File: src/mlfq_pkg.sv
// Shared types and constants for the multilevel feedback thread scheduler.
`default_nettype none
package mlfq_pkg;
	localparam int LEVELS_DEF = 4;
	localparam int MAX_THREADS_DEF = 16;
	localparam int REQ_W = 3;
	localparam int ID_W = 4;
	localparam int VAL_W = 32;
	localparam int STAT_W = 2;

	localparam logic [REQ_W-1:0] REQ_CREATE = 3'd0;
	localparam logic [REQ_W-1:0] REQ_TICK   = 3'd1;
	localparam logic [REQ_W-1:0] REQ_PARK   = 3'd2;
	localparam logic [REQ_W-1:0] REQ_EXIT   = 3'd3;
	localparam logic [REQ_W-1:0] REQ_JOIN   = 3'd4;

	localparam logic [STAT_W-1:0] ST_OK      = 2'd0;
	localparam logic [STAT_W-1:0] ST_FULL    = 2'd1;
	localparam logic [STAT_W-1:0] ST_IDLE    = 2'd2;
	localparam logic [STAT_W-1:0] ST_INVALID = 2'd3;

	// Controller commands to the datapath.
	typedef struct packed {
		logic capture;   // latch request fields, read done value
		logic execute;   // apply the request to the state
		logic fetch;     // present the queue memory read for dispatch
	} mlfq_cmd_t;

	typedef struct packed {
		logic dummy;
	} mlfq_stat_t;
endpackage
`default_nettype wire

File: src/mlfq_datapath.sv
// Queue memory, level bookkeeping, done table and result registers.
`default_nettype none
module mlfq_datapath #(
	parameter int LEVELS = mlfq_pkg::LEVELS_DEF,
	parameter int MAX_THREADS = mlfq_pkg::MAX_THREADS_DEF
) (
	input  wire logic clk,
	input  wire logic arst_n,
	input  wire mlfq_pkg::mlfq_cmd_t cmd,
	input  wire logic [mlfq_pkg::REQ_W-1:0] req_type,
	input  wire logic [mlfq_pkg::ID_W-1:0] thread_id,
	input  wire logic [mlfq_pkg::VAL_W-1:0] exit_value,
	output logic running_valid,
	output logic [mlfq_pkg::ID_W-1:0] running_id,
	output logic found,
	output logic [mlfq_pkg::VAL_W-1:0] join_value,
	output logic [mlfq_pkg::STAT_W-1:0] status
);
	import mlfq_pkg::*;
	localparam int LW = (LEVELS > 1) ? $clog2(LEVELS) : 1;
	localparam int PW = (MAX_THREADS > 1) ? $clog2(MAX_THREADS) : 1;
	localparam int CW = $clog2(MAX_THREADS + 1);
	localparam int SW = CW + 1;
	localparam int AW = $clog2(LEVELS * MAX_THREADS);

	logic [ID_W-1:0] fifo_mem [LEVELS*MAX_THREADS];
	logic [VAL_W-1:0] done_mem [MAX_THREADS];
	logic [PW-1:0] head_q [LEVELS];
	logic [CW-1:0] count_q [LEVELS];
	logic [LW-1:0] tlev_q [MAX_THREADS];
	logic [MAX_THREADS-1:0] done_q;
	logic [ID_W-1:0] cur_id_q;
	logic cur_valid_q;

	logic [REQ_W-1:0] req_q;
	logic [ID_W-1:0] id_q;
	logic [VAL_W-1:0] val_q;
	logic [VAL_W-1:0] done_rd_q;
	logic [ID_W-1:0] head_rd_q;

	// Index helpers
	logic id_ok;
	logic [PW-1:0] id_ix, cur_ix;
	logic cur_ok;
	assign id_ok = (32'(id_q) < MAX_THREADS);
	assign id_ix = PW'(id_q);
	assign cur_ok = cur_valid_q && (32'(cur_id_q) < MAX_THREADS);
	assign cur_ix = PW'(cur_id_q);

	// Priority pick of the lowest-numbered non-empty level; a create or tick push can change it
	logic push_en;
	logic [LW-1:0] push_lv;
	logic push_full;
	logic [LW-1:0] cur_lv, dem_lv;
	always_comb begin
		cur_lv = tlev_q[cur_ix];
		dem_lv = (32'(cur_lv) + 1 < LEVELS) ? LW'(cur_lv + 1'b1) : LW'(LEVELS - 1);
		push_en = 1'b0;
		push_lv = '0;
		case (req_q)
			REQ_CREATE: begin
				push_en = id_ok;
				push_lv = '0;
			end
			REQ_TICK: begin
				push_en = cur_ok;
				push_lv = dem_lv;
			end
			default: begin
				push_en = 1'b0;
			end
		endcase
		push_full = (32'(count_q[push_lv]) >= MAX_THREADS);
	end

	logic pick_any;
	logic [LW-1:0] pick_lv;
	logic pick_from_push;
	always_comb begin
		pick_any = 1'b0;
		pick_lv = '0;
		for (int l = LEVELS - 1; l >= 0; l--) begin
			if (count_q[l] != '0 || (push_en && !push_full && push_lv == LW'(l))) begin
				pick_any = 1'b1;
				pick_lv = LW'(l);
			end
		end
		pick_from_push = (count_q[pick_lv] == '0);
	end

	// Tail slot of the push level, wrapped by compare and subtract
	logic [SW-1:0] push_sum;
	logic [PW-1:0] push_pos;
	assign push_sum = SW'(head_q[push_lv]) + SW'(count_q[push_lv]);
	assign push_pos = (32'(push_sum) >= MAX_THREADS) ?
		PW'(32'(push_sum) - MAX_THREADS) : PW'(push_sum);

	always_ff @(posedge clk) begin
		if (cmd.capture) begin
			req_q <= req_type;
			id_q <= thread_id;
			val_q <= exit_value;
			done_rd_q <= done_mem[PW'(thread_id)];
		end
		if (cmd.fetch)
			head_rd_q <= fifo_mem[AW'((32'(pick_lv) * MAX_THREADS) + 32'(head_q[pick_lv]))];
		if (cmd.execute && push_en && !push_full)
			fifo_mem[AW'((32'(push_lv) * MAX_THREADS) + 32'(push_pos))] <=
				(req_q == REQ_CREATE) ? id_q : cur_id_q;
		if (cmd.execute && req_q == REQ_EXIT && cur_ok)
			done_mem[cur_ix] <= val_q;
	end

	// State update and result formation
	logic do_dispatch;
	always_comb begin
		do_dispatch = (req_q == REQ_PARK) || (req_q == REQ_EXIT) ||
			(req_q == REQ_TICK && !(push_en && push_full));
	end

	always_ff @(posedge clk or negedge arst_n) begin
		if (!arst_n) begin
			for (int l = 0; l < LEVELS; l++) begin
				head_q[l] <= '0;
				count_q[l] <= '0;
			end
			for (int t = 0; t < MAX_THREADS; t++)
				tlev_q[t] <= '0;
			done_q <= '0;
			cur_id_q <= '0;
			cur_valid_q <= 1'b1;
			running_valid <= 1'b0;
			running_id <= '0;
			found <= 1'b0;
			join_value <= '0;
			status <= ST_OK;
		end else if (cmd.execute) begin
			found <= 1'b0;
			join_value <= '0;
			status <= ST_OK;
			if (push_en && push_full)
				status <= ST_FULL;
			if (push_en && !push_full) begin
				if (req_q == REQ_CREATE)
					tlev_q[id_ix] <= '0;
				else
					tlev_q[cur_ix] <= push_lv;
			end
			if (req_q == REQ_EXIT && cur_ok)
				done_q[cur_ix] <= 1'b1;
			if ((req_q == REQ_CREATE || req_q == REQ_JOIN) && !id_ok)
				status <= ST_INVALID;
			if (req_q > REQ_JOIN)
				status <= ST_INVALID;
			if (req_q == REQ_JOIN && id_ok && done_q[id_ix]) begin
				found <= 1'b1;
				join_value <= done_rd_q;
				done_q[id_ix] <= 1'b0;
			end
			// Count bookkeeping: push and pop on possibly the same level
			for (int l = 0; l < LEVELS; l++) begin
				count_q[l] <= count_q[l]
					+ CW'(push_en && !push_full && push_lv == LW'(l))
					- CW'(do_dispatch && pick_any && pick_lv == LW'(l));
				if (do_dispatch && pick_any && pick_lv == LW'(l))
					head_q[l] <= (32'(head_q[l]) + 1 >= MAX_THREADS) ?
						'0 : PW'(32'(head_q[l]) + 1);
			end
			if (do_dispatch) begin
				if (pick_any) begin
					cur_valid_q <= 1'b1;
					cur_id_q <= pick_from_push ? cur_id_q : head_rd_q;
					running_valid <= 1'b1;
					running_id <= pick_from_push ? cur_id_q : head_rd_q;
				end else begin
					cur_valid_q <= 1'b0;
					cur_id_q <= '0;
					running_valid <= 1'b0;
					running_id <= '0;
					status <= ST_IDLE;
				end
			end else begin
				running_valid <= cur_valid_q;
				running_id <= cur_valid_q ? cur_id_q : '0;
			end
		end
	end
endmodule
`default_nettype wire

File: src/mlfq_ctrl.sv
// Handshake controller that sequences capture, fetch, execute and result.
`default_nettype none
module mlfq_ctrl (
	input  wire logic clk,
	input  wire logic arst_n,
	input  wire logic in_valid,
	output logic in_ready,
	output logic out_valid,
	input  wire logic out_ready,
	output mlfq_pkg::mlfq_cmd_t cmd
);
	import mlfq_pkg::*;
	typedef enum logic [1:0] {S_IDLE, S_FETCH, S_EXEC} state_t;
	state_t state_q;

	// Accept in the idle state when no result is pending or it leaves this cycle
	assign in_ready = (state_q == S_IDLE) && (!out_valid || out_ready);
	always_comb begin
		cmd.capture = in_valid && in_ready;
		cmd.fetch = (state_q == S_FETCH);
		cmd.execute = (state_q == S_EXEC);
	end

	always_ff @(posedge clk or negedge arst_n) begin
		if (!arst_n) begin
			state_q <= S_IDLE;
			out_valid <= 1'b0;
		end else begin
			if (out_valid && out_ready)
				out_valid <= 1'b0;
			case (state_q)
				S_IDLE: if (cmd.capture) state_q <= S_FETCH;
				S_FETCH: state_q <= S_EXEC;
				S_EXEC: begin
					state_q <= S_IDLE;
					out_valid <= 1'b1;
				end
				default: state_q <= S_IDLE;
			endcase
		end
	end
endmodule
`default_nettype wire

File: src/multilevel_feedback_thread_scheduler.sv
// Top level of the multilevel feedback thread scheduler.
// Input channel (in_valid/in_ready) carries one request transaction:
// req_type, thread_id, exit_value. Output channel (out_valid/out_ready)
// returns one result per request: running_valid, running_id, found,
// join_value, status.
// A request is handled in order: queue memory head read, then state update,
// after which the result is presented. No new request is taken until the
// previous one has gone through both steps. A new request may be taken
// while the previous result still waits, once that result is taken in the
// same cycle.
// Reset: all level queues empty, done map cleared, thread 0 running.
// When the receiver stalls, the result holds and no new request is taken.
`default_nettype none
module multilevel_feedback_thread_scheduler #(
	parameter int LEVELS = mlfq_pkg::LEVELS_DEF,
	parameter int MAX_THREADS = mlfq_pkg::MAX_THREADS_DEF
) (
	input  wire logic clk,
	input  wire logic arst_n,
	input  wire logic in_valid,
	output logic in_ready,
	input  wire logic [mlfq_pkg::REQ_W-1:0] req_type,
	input  wire logic [mlfq_pkg::ID_W-1:0] thread_id,
	input  wire logic [mlfq_pkg::VAL_W-1:0] exit_value,
	output logic out_valid,
	input  wire logic out_ready,
	output logic running_valid,
	output logic [mlfq_pkg::ID_W-1:0] running_id,
	output logic found,
	output logic [mlfq_pkg::VAL_W-1:0] join_value,
	output logic [mlfq_pkg::STAT_W-1:0] status
);
	import mlfq_pkg::*;
	mlfq_cmd_t cmd;

	mlfq_ctrl u_ctrl (
		.clk(clk), .arst_n(arst_n), .in_valid(in_valid), .in_ready(in_ready),
		.out_valid(out_valid), .out_ready(out_ready), .cmd(cmd)
	);

	mlfq_datapath #(.LEVELS(LEVELS), .MAX_THREADS(MAX_THREADS)) u_dp (
		.clk(clk), .arst_n(arst_n), .cmd(cmd), .req_type(req_type),
		.thread_id(thread_id), .exit_value(exit_value),
		.running_valid(running_valid), .running_id(running_id), .found(found),
		.join_value(join_value), .status(status)
	);

	// Result becomes valid exactly after an execute step
	a_exec_out: assert property (@(posedge clk) disable iff (!arst_n)
		cmd.execute |=> out_valid) else $error("result not raised");
	// Execute follows fetch
	a_fetch_exec: assert property (@(posedge clk) disable iff (!arst_n)
		cmd.fetch |=> cmd.execute) else $error("fetch not followed by execute");
	// Found implies zero status
	a_found_ok: assert property (@(posedge clk) disable iff (!arst_n)
		(out_valid && found) |-> (status == ST_OK)) else $error("found with bad status");
endmodule
`default_nettype wire

File: config.mk
export PLATFORM = sky130hd
export DESIGN_NAME = multilevel_feedback_thread_scheduler
export DESIGN_NICKNAME = d
export VERILOG_FILES = /design/src/mlfq_pkg.sv /design/src/mlfq_datapath.sv /design/src/mlfq_ctrl.sv /design/src/multilevel_feedback_thread_scheduler.sv
export SDC_FILE = /design/constraint.sdc
export NUM_CORES = 1
export LEC_CHECK = 0
export BUFFER_PORTS_ARGS = -buffer_cell sky130_fd_sc_hd__buf_2
export CORE_ASPECT_RATIO = 0.6
export CORE_MARGIN = 3
export CORE_UTILIZATION = 56
export DETAILED_ROUTE_END_ITERATION = 8
export PLACE_DENSITY = 0.75
export SKIP_CTS_REPAIR_TIMING = 1
export SYNTH_ARGS = -nofsm -noshare
export SYNTH_HDL_FRONTEND = slang
export SYNTH_HIERARCHICAL = 1
export SYNTH_SLANG_ARGS = --single-unit
File: constraint.sdc
create_clock -name clk -period 7.8 [get_ports clk]
set_input_delay 1.17 -clock clk [delete_from_list [all_inputs] [get_ports clk]]
set_output_delay 1.17 -clock clk [all_outputs]
set_load 0.005 [all_outputs]
=== Word level (Yosys, flattened, before mapping) ===
Memories as Yosys holds them, arrays and structs flattened. A register that Yosys moved wholly into a read port is not among the register bits.
Cells that the tools add are included.

* Register bits: 171
* Bits in writable memories: 768
* Memories: 2

* Add/subtract/negate cells: 18
* $lt $le $gt $ge: 18
* Eq/ne operators: 13
* Multiplexer cells: 67
* Bitwise logic cells: 9
* Reduce and logical (&&, ||, !) cells: 51

{| class="wikitable"
|+ Memory list
! name !! words !! width !! rd ports !! clocked after Yosys merged registers in !! wr ports !! RTL line !! RTL
|-
| u_dp.done_mem || 16 || 32 || 1 || 1 || 1 || mlfq_datapath.sv:27 || <nowiki>logic [VAL_W-1:0] done_mem [MAX_THREADS];</nowiki>
|-
| u_dp.fifo_mem || 64 || 4 || 1 || 1 || 1 || mlfq_datapath.sv:26 || <nowiki>logic [ID_W-1:0] fifo_mem [LEVELS*MAX_THREADS];</nowiki>
|}

{| class="wikitable"
|+ Operators by type and width
! kind !! count
|-
| 32-bit by 5-bit >= comparator with 1-bit output (second input constant) || 4
|-
| 32-bit two-way mux || 2
|-
| 4-bit two-way mux || 14
|-
| 16-bit two-way mux || 3
|-
| 32-bit AND || 1
|-
| 32-bit bitwise mux || 1
|-
| 32-bit by 3-bit less-than comparator with 1-bit output (second input constant) || 1
|-
| 32-bit NOT || 1
|-
| 2-bit two-way mux || 14
|-
| 1-bit logical AND || 25
|-
| 4-bit by 1-bit adder with 5-bit output (second input constant) || 4
|-
| 5-bit by 1-bit adder with 5-bit output || 4
|-
| 5-bit binary-select mux with 2-bit select || 2
|-
| 5-bit two-way mux || 4
|-
| 5-bit nonzero test || 4
|-
| 5-bit by 1-bit subtractor with 5-bit output || 4
|-
| 1-bit two-way mux || 17
|-
| 16-bit AND || 1
|-
| 4-bit binary-select mux with 2-bit select || 2
|-
| 2-bit demux with 4-bit select || 2
|-
| 16-bit NOT || 1
|-
| 16-bit OR || 1
|-
| 5-bit >= comparator (second input constant) || 3
|-
| 6-bit by 4-bit adder with 6-bit output || 2
|-
| 30 further kinds || 59
|}

=== Depth between registers and ports, before layout ===
* Depth after elaboration: 29
* Mapped depth: 23
* Mapped depth without buffers: 21

=== Modules after synthesis ===
Netlist, hierarchy kept.

{| class="wikitable"
|+ Modules (own cells, without submodules)
! module !! instances !! cells each !! area each (µm²) !! sequential area each (µm²)
|-
| mlfq_datapath || 1 || 2326 || 39042.4 || 28543.6
|-
| mlfq_ctrl || 1 || 11 || 138.9 || 75.1
|}

=== Worst setup path before layout ===
No wires, ideal clock.

* Path kind: input port to flip-flop
* Start: input port out_ready
* End: register u_dp.done_rd_q[0] (read register of u_dp.done_mem) (enable)
* Arrival time: 8.455 ns
* Required time: 7.100 ns
* Path slack: -1.355 ns
* Stages on the path: 2
* Cells stage by stage: nor2b_4 > nor4b_1

{| class="wikitable"
|+ RTL lines
! what !! RTL line !! RTL
|-
| start, declared || multilevel_feedback_thread_scheduler.sv:26 || <nowiki>input wire logic out_ready,</nowiki>
|-
| end, declared || mlfq_datapath.sv:38 || <nowiki>logic [VAL_W-1:0] done_rd_q;</nowiki>
|}

=== Final worst setup path ===
* Start: register u_dp.cur_id_q[0]
* End: memory u_dp.fifo_mem[20][2] (enable)

* Longest elaborated chain between the ends: 17

{| class="wikitable"
|+ Ends and longest elaborated chain
! what !! RTL line !! RTL
|-
| start, declared || mlfq_datapath.sv:32 || <nowiki>logic [ID_W-1:0] cur_id_q;</nowiki>
|-
| start signal, assigned || mlfq_datapath.sv:172 || <nowiki>cur_id_q <= pick_from_push ? cur_id_q : head_rd_q;</nowiki>
|-
| 4-bit NOT with 5-bit output (implied by the code) * || mlfq_datapath.sv:56 || <nowiki>cur_lv = tlev_q[cur_ix];</nowiki>
|-
| 2-bit binary-select mux with 4-bit select * || mlfq_datapath.sv:56 ||
|-
| 2-bit two-way mux (implied by the code) * (2 in series) || mlfq_datapath.sv:56 ||
|-
| 2-bit by 1-bit adder with 3-bit output || mlfq_datapath.sv:57 || <nowiki>dem_lv = (32'(cur_lv) + 1 < LEVELS) ? LW'(cur_lv + 1'b1) : LW'(LEVELS - 1);</nowiki>
|-
| 32-bit by 3-bit less-than comparator with 1-bit output || mlfq_datapath.sv:57 ||
|-
| 2-bit two-way mux * || mlfq_datapath.sv:57 ||
|-
| 2-bit two-way mux * || mlfq_datapath.sv:60 || <nowiki>case (req_q)</nowiki>
|-
| branches (longest 9 deep; another with 4-bit by 5-bit adder with 6-bit output) || n/a ||
|-
| end, declared || mlfq_datapath.sv:26 ||
|}

Mark *: on every way between the ends. The select of a mux whose other input is x is not followed.

==> results_dict.tcl <==
set metrics [dict create \
    total_power_w 0.0135 \
    slew_violations 0 \
    post-route-period-util_pct 71.7 \
    ys_seq_area_share_pct 73.0 \
    fin_setup_tns_ns 0 \
    hp-class "reg -> reg" \
    fmax_ghz 0.179 \
    seq_area_um2 28600 \
    antenna_found_initial 0 \
    areaGrowthSynthToFinish_pct 11.1 \
    synth_cell_types 82 \
    grt_max_degree 99 \
    worstMarginPinSlew_ns 1.24 \
    n_fill_cell 4637 \
    start_util_pct 57.1 \
    first_iter_violations 3082 \
    r2r-end "u_dp/fifo_mem[20][2]" \
    p_sw_share_pct 30.1 \
    yosysMostFrequentCell "edfxtp_1" \
    max_cap_violations 0 \
    combPwrFrac_pct 20.0 \
    clockPowerShare_pct 31.3 \
    post-route-min-period_ns 5.60 \
    clk_latency_ns 0.66 \
    slew_headroom_pct 17.5 \
    synth.area.top_cells "edfxtp_1 (65%), mux4_2 (9.8%), dfrtp_1 (8.4%)" \
    p_per_area_nw_per_um2 309 \
    core-area_um2 68600 \
    power.switching_w 0.00406 \
    multi_input_area_um2 10100 \
    place.gp.congestion 0.941 \
    synth_edf_count 843 \
    min_to "u_dp/join_value[1]" \
    met1_length_um 38100 \
    clk_path_buf_depth 3 \
    reg2reg_slack_ns 2.20 \
    synthesis.nets 2416 \
    rr_worst_depth 11 \
    htree_levels 3 \
    p_int_w 0.00940 \
    clkSinkCount 975 \
    peakVddDrop_v 0.000219 \
    finalHoldViolations 0 \
    ant_nets 0 \
    via_count 21900 \
    globalRouteTotalUtil_pct 25.9 \
    worstSetupPathType "reg -> reg" \
    fin_nets 2510 \
    rsz0062_at_grt "false" \
    p_seq_share_pct 48.7 \
    status "finished clean" \
    top_layer "met5" \
    power_leakage_nw 14.9 \
    chipWidth_um 347 \
    hpwl_um 52400 \
    synth-seq-cells 975 \
    final-setup-viol-count 0 \
    grt_pass1_vias 22000 \
    numCtsBuffers 84 \
    route.detailed.drc 0 \
    synth_top_area_share_pct 64.6 \
    syn_area_per_cell_um2 16.8 \
    grt_pass1_wl_um 141000 \
    cp_max_fo 19 \
    synthCells 2337 \
    clock_skew_ns 0.0271 \
    critical_path_required_ns 8.10 \
    synth_common_cells "edfxtp_1 (843), nand2_1 (317), mux4_2 (171)" \
    diodes 0 \
    crit_arrival_ns 5.90 \
    wire_per_inst_um 27.3 \
    viasPerCell 6.43 \
    final_layout_size_suffix_gt1_share_pct 19.1 \
    holdCritStartpoint "u_dp/done_rd_q[1]" \
    ys_async_sr_fraction_pct 13.5 \
    synth_area_um2 39200 \
    ys_warn_count 6 \
    route.met2.wl_um 41300 \
    end_kind "register" \
    reg2reg_from "u_dp/cur_id_q[0]" \
    start_kind "register" \
    cts.root.buffer_cell "clkbuf_16" \
    pin_count 85 \
    whs_path_depth 1 \
    die_area_um2 73300 \
    wl_um 93100 \
    die_h_um 211 \
    cts_tree "done" \
    synthFlopType "edfxtp_1" \
    num_rows 74 \
    io_buffers 84 \
    dr_wl_met3_um 11400 \
    path_clk_slew_ns 0.07 \
    yosysTopAreaCell "edfxtp_1" \
    drtPass1Iterations 6 \
    grt_overflow 0 \
]
[routing by layer]
metal / global-route usage (%) / vias to the layer above
met3: 8.38 / 176
li1: - / 9265
met2: 37.3 / 1313
met4: 7.21 / 2
met1: 38.5 / 11200
met5: 0.893 / -
[flip-flops by register name (all words and copies together) (netlist names), 16 cells and up]
signal,count
u_dp/count_q,20
u_dp/done_mem,512
u_dp/done_q,16
u_dp/done_rd_q,32
u_dp/fifo_mem,256
u_dp/head_q,16
u_dp/join_value,32
u_dp/tlev_q,32
u_dp/val_q,32
[layout make-up]
class                           count  area share (%)
Timing Repair Buffer              124            1.70
Multi-Input combinational cell   1200            23.2
Inverter                           46           0.397
Clock buffer                      111            5.30
Tap cell                          912            2.62
Clock inverter                     43            1.08
Sequential cell                   975            65.7
[power groups by stage]
stage                     logic, W  clock network [W]  registers (W)
after floorplan            0.00189                  0        0.00651
after global placement     0.00256                  0        0.00663
after detailed placement   0.00261                  0        0.00665
after CTS                  0.00264            0.00428        0.00655
after global routing       0.00292            0.00447        0.00660
final                      0.00269            0.00421        0.00656
[worst max-delay path, cell delays in order (launching register included)]
cell     delay [ns]
dfrtp_1        0.78
mux4_2         0.35
mux2i_1        0.09
mux2i_2        0.78
mux2_2         0.42
mux2i_1        0.21
o21ai_1        0.13
a21oi_1        0.29
and2_1         0.67
nor2b_1        0.46
nand3_1        0.57
nor2_1         0.49
[cell usage in the layout (no fill, tap or decap), types with 31 or more instances in the layout]
master and instances:
a21oi_1 37, a22o_1 32, buf_2 81, buf_4 41, clkbuf_16 86, dfrtp_1 131, edfxtp_1 843, ha_1 31
inv_1 45, mux2i_1 44, mux4_2 171, nand2_1 317, nand3_1 97, nand4_1 35, nor2_1 119, o21ai_0 71
[logic make-up (layout without fill, tap and decap cells)]
logic type	count (synthesis)	count (layout)	synth area share [%]
AOI/OAI and AO/OA	249	249	4.45
xor gates and xnor gates	25	25	0.559
adders and majority gates	36	36	1.25
buffers and inverters	162	324	1.73
DFF	975	975	73.0
muxes	228	228	11.4
and+or+nand+nor	662	662	7.61
[metrics by stage]
| stage | hold slack (ns) | area, um^2 | instances | util [%] | setup slack, ns |
|---|---|---|---|---|---|
| after floorplan | 0.432 | 39200 | 2337 | - | 2.15 |
| after global placement | 0.446 | 40800 | 3257 | 59.4 | 2.59 |
| after detailed placement | 0.453 | 40800 | 3257 | 59.4 | 2.37 |
| after CTS | 0.468 | 43500 | 3411 | 63.5 | 2.32 |
| after global routing | 0.481 | 43500 | 3411 | 63.5 | 1.95 |
| final | 0.467 | 43500 | 3411 | 63.5 | 2.20 |
[how the worst max path moves through the flow]
stage / from / endpoint
after global placement: u_dp/cur_id_q[0] / u_dp/head_rd_q[0]
after global routing: u_dp/cur_id_q[0] / u_dp/fifo_mem[20][2]
final: u_dp/cur_id_q[0] / u_dp/fifo_mem[20][2]
after detailed placement: u_dp/cur_id_q[0] / u_dp/head_rd_q[0]
after floorplan: out_ready / u_dp/done_rd_q[0]
after CTS: u_dp/cur_id_q[0] / u_dp/fifo_mem[24][1]
(Power assumes the default switching activity.)
